--- src/rtl/core/lfu_pkg.sv ---
// ----------------------------------------------------------------------------
// lfu_pkg
// Shared widths, status codes and the scan and command structs of the
// least-frequently-used key/value cache.
// ----------------------------------------------------------------------------
package lfu_pkg;

  localparam int unsigned KeyW    = 32;
  localparam int unsigned ValW    = 32;
  localparam int unsigned CountW  = 16;
  localparam int unsigned StatusW = 3;
  localparam int unsigned SlotW   = 4;

  localparam logic [StatusW-1:0] StMiss    = 3'd0;
  localparam logic [StatusW-1:0] StHit     = 3'd1;
  localparam logic [StatusW-1:0] StFilled  = 3'd2;
  localparam logic [StatusW-1:0] StPresent = 3'd3;
  localparam logic [StatusW-1:0] StEvicted = 3'd4;

  // running search result handed from cell to cell
  typedef struct packed {
    logic              vld;
    logic              hit;
    logic              empty;
    logic              minv;
    logic [CountW-1:0] min_cnt;
  } scan_t;

  // update broadcast to the cells once a search has finished
  typedef struct packed {
    logic en;
    logic wr;
    logic inc;
  } cmd_t;

endpackage

--- src/rtl/core/lfu_fully_associative_cache.sv ---
// ----------------------------------------------------------------------------
// lfu_fully_associative_cache
// Fully associative key/value cache with least-frequently-used replacement,
// built as a row of entry cells that a search result ripples through.
// ----------------------------------------------------------------------------
// an accepted item is registered, its search then walks the cell row one entry
//   per cycle, and the decision is registered on m_axis once the output is free
// a new item is taken only in Idle, after the last search's update is applied
// the result register lets a new item enter while the last result waits
// reset: all entries invalid with zero counts, no result pending
module lfu_fully_associative_cache #(
  parameter int unsigned ENTRIES = 16
) (
  input  logic        clk_i,
  input  logic        rst_ni,
  input  logic        s_axis_tvalid,
  output logic        s_axis_tready,
  input  logic [63:0] s_axis_tdata,   // key[31:0], value[63:32]
  input  logic [0:0]  s_axis_tuser,   // action[0]
  output logic        m_axis_tvalid,
  input  logic        m_axis_tready,
  output logic [39:0] m_axis_tdata,   // data_out[31:0], slot[35:32], zero[39:36]
  output logic [2:0]  m_axis_tuser    // status[2:0]
);
  import lfu_pkg::*;

  localparam int unsigned IW = (ENTRIES > 1) ? $clog2(ENTRIES) : 1;

  typedef enum logic [1:0] {
    Idle,
    Scan,
    Done
  } state_e;

  state_e           state_q;
  logic             start_q;
  logic             act_q;
  logic [KeyW-1:0]  key_q;
  logic [ValW-1:0]  value_q;

  logic               out_valid_q;
  logic [StatusW-1:0] status_q;
  logic [ValW-1:0]    data_q;
  logic [SlotW-1:0]   slot_q;

  scan_t           scan_w      [ENTRIES+1];
  logic [IW-1:0]   hit_idx_w   [ENTRIES+1];
  logic [IW-1:0]   empty_idx_w [ENTRIES+1];
  logic [IW-1:0]   min_idx_w   [ENTRIES+1];
  logic [ValW-1:0] hit_val_w   [ENTRIES+1];

  cmd_t                cmd;
  logic [IW-1:0]       cmd_idx;
  logic [StatusW-1:0]  status_d;
  logic [ValW-1:0]     data_d;
  logic [IW+SlotW-1:0] slot_wide;
  logic                fire;
  scan_t               res;

  assign s_axis_tready = (state_q == Idle);
  assign res           = scan_w[ENTRIES];
  assign fire          = (state_q == Done) && (!out_valid_q || m_axis_tready);

  assign scan_w[0]      = '{vld: start_q, hit: 1'b0, empty: 1'b0, minv: 1'b0, min_cnt: '0};
  assign hit_idx_w[0]   = '0;
  assign empty_idx_w[0] = '0;
  assign min_idx_w[0]   = '0;
  assign hit_val_w[0]   = '0;

  for (genvar g = 0; g < ENTRIES; g++) begin : g_cell
    lfu_cell #(
      .IW (IW),
      .IDX(g)
    ) u_cell (
      .clk_i      (clk_i),
      .rst_ni     (rst_ni),
      .key_i      (key_q),
      .scan_i     (scan_w[g]),
      .hit_idx_i  (hit_idx_w[g]),
      .empty_idx_i(empty_idx_w[g]),
      .min_idx_i  (min_idx_w[g]),
      .hit_val_i  (hit_val_w[g]),
      .scan_o     (scan_w[g+1]),
      .hit_idx_o  (hit_idx_w[g+1]),
      .empty_idx_o(empty_idx_w[g+1]),
      .min_idx_o  (min_idx_w[g+1]),
      .hit_val_o  (hit_val_w[g+1]),
      .cmd_i      (cmd),
      .cmd_idx_i  (cmd_idx),
      .wr_key_i   (key_q),
      .wr_value_i (value_q)
    );
  end

  // decision from the end of the row
  always_comb begin
    cmd      = '{en: fire, wr: 1'b0, inc: 1'b0};
    cmd_idx  = hit_idx_w[ENTRIES];
    status_d = StMiss;
    data_d   = '0;
    if (!act_q) begin
      if (res.hit) begin
        cmd.inc  = 1'b1;
        status_d = StHit;
        data_d   = hit_val_w[ENTRIES];
      end
    end else if (res.hit) begin
      status_d = StPresent;
    end else if (res.empty) begin
      cmd.wr   = 1'b1;
      cmd_idx  = empty_idx_w[ENTRIES];
      status_d = StFilled;
    end else begin
      cmd.wr   = 1'b1;
      cmd_idx  = min_idx_w[ENTRIES];
      status_d = StEvicted;
    end
    slot_wide = (IW+SlotW)'(cmd_idx);
    if (!act_q && !res.hit) begin
      slot_wide = '0;
    end
  end

  always_ff @(posedge clk_i or negedge rst_ni) begin
    if (!rst_ni) begin
      state_q     <= Idle;
      start_q     <= 1'b0;
      out_valid_q <= 1'b0;
    end else begin
      start_q <= (state_q == Idle) && s_axis_tvalid;
      if (fire) begin
        out_valid_q <= 1'b1;
      end else if (m_axis_tready) begin
        out_valid_q <= 1'b0;
      end
      unique case (state_q)
        Idle: begin
          if (s_axis_tvalid) begin
            state_q <= Scan;
          end
        end
        Scan: begin
          if (res.vld) begin
            state_q <= Done;
          end
        end
        Done: begin
          if (fire) begin
            state_q <= Idle;
          end
        end
        default: state_q <= Idle;
      endcase
    end
  end

  always_ff @(posedge clk_i) begin
    if (s_axis_tvalid && s_axis_tready) begin
      act_q   <= s_axis_tuser[0];
      key_q   <= s_axis_tdata[31:0];
      value_q <= s_axis_tdata[63:32];
    end
    if (fire) begin
      status_q <= status_d;
      data_q   <= data_d;
      slot_q   <= slot_wide[SlotW-1:0];
    end
  end

  assign m_axis_tvalid = out_valid_q;
  assign m_axis_tuser  = status_q;
  assign m_axis_tdata  = {4'b0000, slot_q, data_q};

endmodule

--- src/rtl/core/lfu_cell.sv ---
// ----------------------------------------------------------------------------
// lfu_cell
// One cache entry: valid flag, key, value and use count. Folds its entry into
// the search result coming from the previous cell and registers it for the
// next one; applies the fill or count update addressed to it.
// ----------------------------------------------------------------------------
module lfu_cell #(
  parameter int unsigned IW  = 4,
  parameter int unsigned IDX = 0
) (
  input  logic                   clk_i,
  input  logic                   rst_ni,
  input  logic [lfu_pkg::KeyW-1:0] key_i,
  input  lfu_pkg::scan_t         scan_i,
  input  logic [IW-1:0]          hit_idx_i,
  input  logic [IW-1:0]          empty_idx_i,
  input  logic [IW-1:0]          min_idx_i,
  input  logic [lfu_pkg::ValW-1:0] hit_val_i,
  output lfu_pkg::scan_t         scan_o,
  output logic [IW-1:0]          hit_idx_o,
  output logic [IW-1:0]          empty_idx_o,
  output logic [IW-1:0]          min_idx_o,
  output logic [lfu_pkg::ValW-1:0] hit_val_o,
  input  lfu_pkg::cmd_t          cmd_i,
  input  logic [IW-1:0]          cmd_idx_i,
  input  logic [lfu_pkg::KeyW-1:0] wr_key_i,
  input  logic [lfu_pkg::ValW-1:0] wr_value_i
);
  import lfu_pkg::*;

  localparam logic [IW-1:0] MyIdx = IW'(IDX);

  logic              valid_q;
  logic [CountW-1:0] count_q;
  logic [KeyW-1:0]   key_q;
  logic [ValW-1:0]   value_q;
  logic              sel;

  scan_t             scan_d, scan_q;
  logic [IW-1:0]     hit_idx_d, hit_idx_q;
  logic [IW-1:0]     empty_idx_d, empty_idx_q;
  logic [IW-1:0]     min_idx_d, min_idx_q;
  logic [ValW-1:0]   hit_val_d, hit_val_q;

  assign sel = cmd_i.en && (cmd_idx_i == MyIdx);

  always_comb begin
    scan_d      = scan_i;
    hit_idx_d   = hit_idx_i;
    empty_idx_d = empty_idx_i;
    min_idx_d   = min_idx_i;
    hit_val_d   = hit_val_i;
    // first valid match wins
    if (!scan_i.hit && valid_q && (key_q == key_i)) begin
      scan_d.hit = 1'b1;
      hit_idx_d  = MyIdx;
      hit_val_d  = value_q;
    end
    if (!scan_i.empty && !valid_q) begin
      scan_d.empty = 1'b1;
      empty_idx_d  = MyIdx;
    end
    // strict compare keeps the lowest index on ties
    if (!scan_i.minv || (count_q < scan_i.min_cnt)) begin
      scan_d.minv    = 1'b1;
      scan_d.min_cnt = count_q;
      min_idx_d      = MyIdx;
    end
  end

  always_ff @(posedge clk_i or negedge rst_ni) begin
    if (!rst_ni) begin
      scan_q      <= '0;
      hit_idx_q   <= '0;
      empty_idx_q <= '0;
      min_idx_q   <= '0;
      hit_val_q   <= '0;
      valid_q     <= 1'b0;
      count_q     <= '0;
    end else begin
      if (scan_i.vld) begin
        scan_q      <= scan_d;
        hit_idx_q   <= hit_idx_d;
        empty_idx_q <= empty_idx_d;
        min_idx_q   <= min_idx_d;
        hit_val_q   <= hit_val_d;
      end else begin
        scan_q.vld <= 1'b0;
      end
      if (sel && cmd_i.wr) begin
        valid_q <= 1'b1;
        count_q <= CountW'(1);
      end else if (sel && cmd_i.inc && (count_q != '1)) begin
        count_q <= count_q + CountW'(1);
      end
    end
  end

  always_ff @(posedge clk_i) begin
    if (sel && cmd_i.wr) begin
      key_q   <= wr_key_i;
      value_q <= wr_value_i;
    end
  end

  assign scan_o      = scan_q;
  assign hit_idx_o   = hit_idx_q;
  assign empty_idx_o = empty_idx_q;
  assign min_idx_o   = min_idx_q;
  assign hit_val_o   = hit_val_q;

endmodule
--- config.mk ---
export PLATFORM = sky130hd
export DESIGN_NAME = lfu_fully_associative_cache
export DESIGN_NICKNAME = d
export VERILOG_FILES = /design/src/rtl/core/lfu_pkg.sv /design/src/rtl/core/lfu_fully_associative_cache.sv /design/src/rtl/core/lfu_cell.sv
export SDC_FILE = /design/constraint.sdc
export NUM_CORES = 2
export LEC_CHECK = 0
export BUFFER_PORTS_ARGS = -buffer_cell sky130_fd_sc_hd__buf_4
export CELL_PAD_IN_SITES_DETAIL_PLACEMENT = 2
export CELL_PAD_IN_SITES_GLOBAL_PLACEMENT = 2
export CORE_UTILIZATION = 40
export CTS_BUF_LIST = sky130_fd_sc_hd__clkbuf_4
export CTS_CLUSTER_DIAMETER = 150
export CTS_CLUSTER_SIZE = 10
export DETAILED_ROUTE_END_ITERATION = 16
export GPL_TIMING_DRIVEN = 1
export PLACE_DENSITY = 0.73
export SYNTH_ARGS = -nofsm -noshare
export SYNTH_HDL_FRONTEND = slang
export SYNTH_HIERARCHICAL = 1
export SYNTH_SLANG_ARGS = --single-unit
export TNS_END_PERCENT = 50
--- constraint.sdc ---
create_clock -name clk_i -period 8.8 [get_ports clk_i]
set_input_delay 0.44 -clock clk_i [delete_from_list [all_inputs] [get_ports clk_i]]
set_output_delay 0.44 -clock clk_i [all_outputs]
set_load 0.01 [all_outputs]
# Word level (Yosys, flattened, before mapping)
# Index checks and enable logic that the tools add are counted.
[word_totals] in_bits=69 output_inout_bits=45 regBits=2399 elab_cells=681
[classes] add_sub_neg=16 n_reduce_logical=213 eq_ne=52 n_bitwise=1 muxes=172 magnitude_cmp=15
[op_table] operator="$eq 32x32->1" n=16
[op_table] operator="$mux 16" n=32
[op_table] operator="$mux 32" n=16
[op_table] operator="$add 16x1->16 const B" n=16
[op_table] operator="$ne 16x16->1 const B" n=16
[op_table] operator="$lt 16x16->1" n=15
[op_table] operator="$mux 17" n=14
[op_table] operator="$mux 4" n=45
[op_table] operator="$logic_and 1x1->1" n=113
[op_table] operator="$logic_not 1->1" n=63
[op_table] operator="$mux 1" n=58
[op_table] operator="$reduce_bool 2->1" n=17
[op_table] operator="$eq 4x4->1 const B" n=8
[op_table] operator="$eq 4x3->1 const B" n=4
[op_table] operator="$logic_or 1x1->1" n=16
[op_table] operator="$mux 3" n=3
[op_table] operator="$eq 4x2->1 const B" n=2
[op_table] operator="$mux 2" n=3
[op_table] operator="$pmux 2 s3" n=1
[op_table] operator="$eq 4x1->1 const B" n=1
[op_table] operator="$logic_not 4->1" n=1
[op_table] operator="$ne 2x2->1 const B" n=2
[op_table] operator="$reduce_and 3->1" n=1
[op_table] operator="$eq 2x1->1 const B" n=1
[op_table] operator="other kinds (5)" n=5

# Longest topological paths before layout
[depth] ltp_word=9 ltp_mapped=10 depth_no_buf=8

# By module
# The synthesis kept the hierarchy.
[by_module_without_submodules] module="lfu_cell at g_cell[1].u_cell ..." instances=2 area_each_um2=7050.5 seq_area_each_um2=3948.8 cells_per_inst=637
[by_module_without_submodules] module="lfu_cell at g_cell[12].u_cell" instances=1 area_each_um2=7089.3 seq_area_each_um2=3948.8 cells_per_inst=636
[by_module_without_submodules] module="lfu_cell at g_cell[0].u_cell" instances=1 area_each_um2=7085.5 seq_area_each_um2=3948.8 cells_per_inst=636
[by_module_without_submodules] module="lfu_cell at g_cell[3].u_cell" instances=1 area_each_um2=7085.5 seq_area_each_um2=3948.8 cells_per_inst=635
[by_module_without_submodules] module="lfu_cell at g_cell[15].u_cell" instances=1 area_each_um2=7076.8 seq_area_each_um2=3948.8 cells_per_inst=638
[by_module_without_submodules] module="lfu_cell at g_cell[13].u_cell" instances=1 area_each_um2=7056.8 seq_area_each_um2=3948.8 cells_per_inst=637
[by_module_without_submodules] module="lfu_cell at g_cell[10].u_cell" instances=1 area_each_um2=7051.8 seq_area_each_um2=3948.8 cells_per_inst=637
[by_module_without_submodules] module="lfu_cell at g_cell[14].u_cell" instances=1 area_each_um2=7045.5 seq_area_each_um2=3948.8 cells_per_inst=637
[by_module_without_submodules] module="lfu_cell at g_cell[2].u_cell" instances=1 area_each_um2=7030.5 seq_area_each_um2=3948.8 cells_per_inst=636
[by_module_without_submodules] module="lfu_cell at g_cell[11].u_cell" instances=1 area_each_um2=7023.0 seq_area_each_um2=3948.8 cells_per_inst=637
[by_module_without_submodules] module="lfu_cell at g_cell[5].u_cell" instances=1 area_each_um2=6516.2 seq_area_each_um2=3948.8 cells_per_inst=548
[by_module_without_submodules] module="lfu_cell at g_cell[6].u_cell" instances=1 area_each_um2=6477.5 seq_area_each_um2=3948.8 cells_per_inst=545
[by_module_without_submodules] module="lfu_cell at g_cell[7].u_cell" instances=1 area_each_um2=6431.2 seq_area_each_um2=3948.8 cells_per_inst=545
[by_module_without_submodules] module="lfu_cell at g_cell[8].u_cell" instances=1 area_each_um2=6373.6 seq_area_each_um2=3948.8 cells_per_inst=543
[by_module_without_submodules] module="+2 rows"

# Worst setup path after synthesis
# OpenSTA, ideal clock, no wires.
[synth_timing] path_kind="input to register" start="input port m_axis_tready" end="register g_cell[12].u_cell.key_q[0] (enable)" setup_ns=0.454 cell_stages=5 required_time_ns=8.346 n_path_buf=1 t_arrival_ns=6.326 slack_ns=2.020 path_cell_list="nand2b_1 nor2b_1 nand3_1 nor4b_2 clkbuf_1"
[synth_rtl] element="from (decl)" line="lfu_fully_associative_cache.sv:21" source="input logic m_axis_tready,"
[synth_rtl] element="to (signal assigned)" line="lfu_cell.sv:101" source="key_q <= wr_key_i;"
[synth_rtl] element="to (decl)" line="lfu_cell.sv:35" source="logic [KeyW-1:0] key_q;"

# Worst setup path after layout
[layout_timing] start="register g_cell[15].u_cell.scan_q (netlist bit g_cell[15].u_cell/scan_o[18])" end="register g_cell[12].u_cell.key_q[30] (enable)"
[layout_between] elab_chain_len=5 elab_cells_between_ends=7 classes_between="1 x eq/ne; 4 x mux; 2 x reduce/logical"
[layout_rtl] element="from (decl)" line="lfu_cell.sv:39" source="scan_t scan_d, scan_q;"
[layout_rtl] element="from (signal assigned)" line="lfu_cell.sv:82" source="scan_q <= scan_d;"
[layout_rtl] element="$mux 4" line="lfu_fully_associative_cache.sv:107" source="end else if (res.hit) begin"
[layout_rtl] element="$mux 4" line="lfu_fully_associative_cache.sv:101" source="if (!act_q) begin"
[layout_rtl] element="via cmd_idx[2]" line="lfu_fully_associative_cache.sv:53" source="logic [IW-1:0] cmd_idx;"
[layout_rtl] element="$eq 4x4->1" line="lfu_cell.sv:45" source="assign sel = cmd_i.en && (cmd_idx_i == MyIdx);"
[layout_rtl] element="$logic_and 1x1->1" line="lfu_cell.sv:45"
[layout_rtl] element="$logic_and 1x1->1" line="lfu_cell.sv:100" source="if (sel && cmd_i.wr) begin"
# The timed path passes the listed nets, and every way through them passes these cells.
# A chain may end at the register's enable or synchronous reset.

==> flow_metrics.tcl <==
set metrics [dict create \
    status "finished with violations" \
    violations "DRC" \
    postLayoutCoreUtil_pct 43.5 \
    drv_cap 0 \
    power.total_mw 30.1 \
    critical_path.most_common_cell "buf_4" \
    layout_setup_ws_ns 4.83 \
    crit_path_slowest_cell "nor4b_4" \
    io_buffers 109 \
    drc_errors 36 \
    critPathLaunch "g_cell[15].u_cell/scan_o[18]" \
    core_area_um2 279000 \
    synthesis.yosys.warnings 6 \
    synth_area_per_cell_um2 11.5 \
    insertion_delay_to_the_later_sink_of_the_worst_skew_pair_ns 1.47 \
    worstSetupPathType "flop to flop" \
    vdd_ir_drop_max_mv 0.191 \
    dpl_cell_area_um2 117000 \
    die-width_um 532 \
    clock_tree_root_buffer_cell "clkbuf_4" \
    initial_antenna_violation_count 12 \
    grt_first_pass_wirelength_um 555000 \
    cts.repair_timing.setup_buffer_count 0 \
    period_share_pct 45.1 \
    leakage_component_of_the_power_nw 45.5 \
    clk_transition_reported_paths_ns 0.12 \
    grt_usage_pct 24.7 \
    place.detailed.hpwl_um 235000 \
    finalNetCount 10200 \
    place_congestion 0.815 \
    timing.critical_path.slowest_cell_delay_ns 1.00 \
    clock_path_buffers 4 \
    powerDensity_nw_per_um2 247 \
    router_iterations_before_antenna_repair 14 \
    cts_resized 0 \
    hold_viol_final 0 \
    worstHoldPathType "input port to flop" \
    grt_pass1_vias 89400 \
    dpl.cell_count 13200 \
    finClkSkew_ns 0.191 \
    vias 81300 \
    cp_cell_sequence "nor2b_2, buf_4, mux2_4, nand3_1, nor4b_4, buf_4" \
    cts_tree "built" \
    setup_total_negative_slack_ns 0 \
    drt_iter0_markers 5137 \
    worstPathRequired_ns 9.72 \
    worst_r2r_startpoint "g_cell[15].u_cell/scan_o[18]" \
    end_kind "flop" \
    cp-start-kind "flop" \
    postCtsHoldBufs 137 \
    critical_path_peak_fanout 65 \
    slew_headroom_pct 5.28 \
    clkSinkCount 2411 \
    tritoncts.num_buffers 279 \
    final_design_area_no_fill_um2 122000 \
    postRouteAntennaNets 0 \
    holdCritStartpoint "s_axis_tdata[43]" \
    syn_area_um2 112000 \
    drt-total-wl_um 355000 \
    num_io_pins 114 \
    hold-worst-slack_ns 0.229 \
    slew_viol_final 0 \
    fp.dieH_um 532 \
    syn_inst 9783 \
    design.die.area_um2 283000 \
    pin_count_of_the_biggest_net_entering_global_routing 145 \
    viasPerCell 5.90 \
    count_of_non_filler_cells_in_the_finished_layout 13800 \
    initial_core_util_pct 40.2 \
    post_drt_wl_per_cell_um 25.8 \
    htreeDepth 5 \
    final_min_period_ns 3.97 \
    syn_to_final_growth_pct 8.17 \
    preCtsSetupSlack_ns 4.83 \
    critical_path_arrival_ns 4.89 \
    layout-drive-gt1-share_pct 9.88 \
    worst_slew_pin_slew_ns 1.42 \
    achievable-frequency_mhz 252 \
    grt_setup_unrepaired "no" \
    global_route.overflow_total 0 \
    rows 194 \
    finalSetupViolCount 0 \
]
==> layer usage <==
layer	global-route usage, %	routed length (µm)	share of wire [%]
met5	0	30	0.0085
met2	42.3	174000	49
met3	2.50	11400	3.2
met4	7.51	10500	3.0
met1	33.0	159000	45
==> final cells by class <==
cell class                 instances  area [µm²]
clock buffer                     429        3220
antenna                           13        32.5
fill                           28300      158000
multi-input combinational       6153       41600
inverter                         582        2180
clock inverter                    20         245
tap                             3724        4660
timing repair buffer             430        3670
sequential                      2411       66000
==> state kept, by name, indices dropped and copies added (netlist names), 64 cells and up <==
register	count
g_cell.u_cell/hit_idx_o	64
g_cell.u_cell/min_idx_o	64
g_cell.u_cell/count_q	256
g_cell.u_cell/value_q	512
g_cell.u_cell/hit_val_o	512
g_cell.u_cell/key_q	512
g_cell.u_cell/empty_idx_o	64
g_cell.u_cell/scan_o	303
==> worst max-delay path: cells and delay by family, from the launching register on <==
kind          cells  cell delay, ns
mux               1            0.43
buf+inv           2            1.17
simple gates      3            1.36
flops             1            0.52
==> final timing paths <==
check	endpoint	slack [ns]	depth (start not counted)
worst max register to register	g_cell[12].u_cell/key_q[30]	4.83	6
min in group asynchronous	g_cell[15].u_cell/count_q[5]	0.41	4
worst max-delay path	g_cell[12].u_cell/key_q[30]	4.83	6
worst min register to register	g_cell[0].u_cell/value_q[15]	0.45	0
max in group asynchronous	g_cell[1].u_cell/scan_o[19]	6.49	5
worst min-delay path	value_q[11]	0.23	3
==> cell usage in the layout, fill, tap and decap left out, drive strengths merged, types with 226 or more instances in the layout <==
cell type  count
nor2        1212
ha           256
buf          294
nand4        510
dfrtp       1283
a211oi       226
edfxtp      1128
clkbuf       429
xnor2        383
a31oi        669
o31ai        352
inv          593
a21oi        392
xor2         332
==> where the power goes <==
| part | total (mW) | internal, mW | leakage [nW] | switching, mW |
|---|---|---|---|---|
| Combinational | 7.51 | 2.70 | 18.9 | 4.81 |
| Clock | 6.39 | 2.38 | 2.11 | 4.01 |
| Sequential | 16.2 | 14.1 | 24.5 | 2.09 |
No activity file was read; power rests on OpenSTA's default activity.
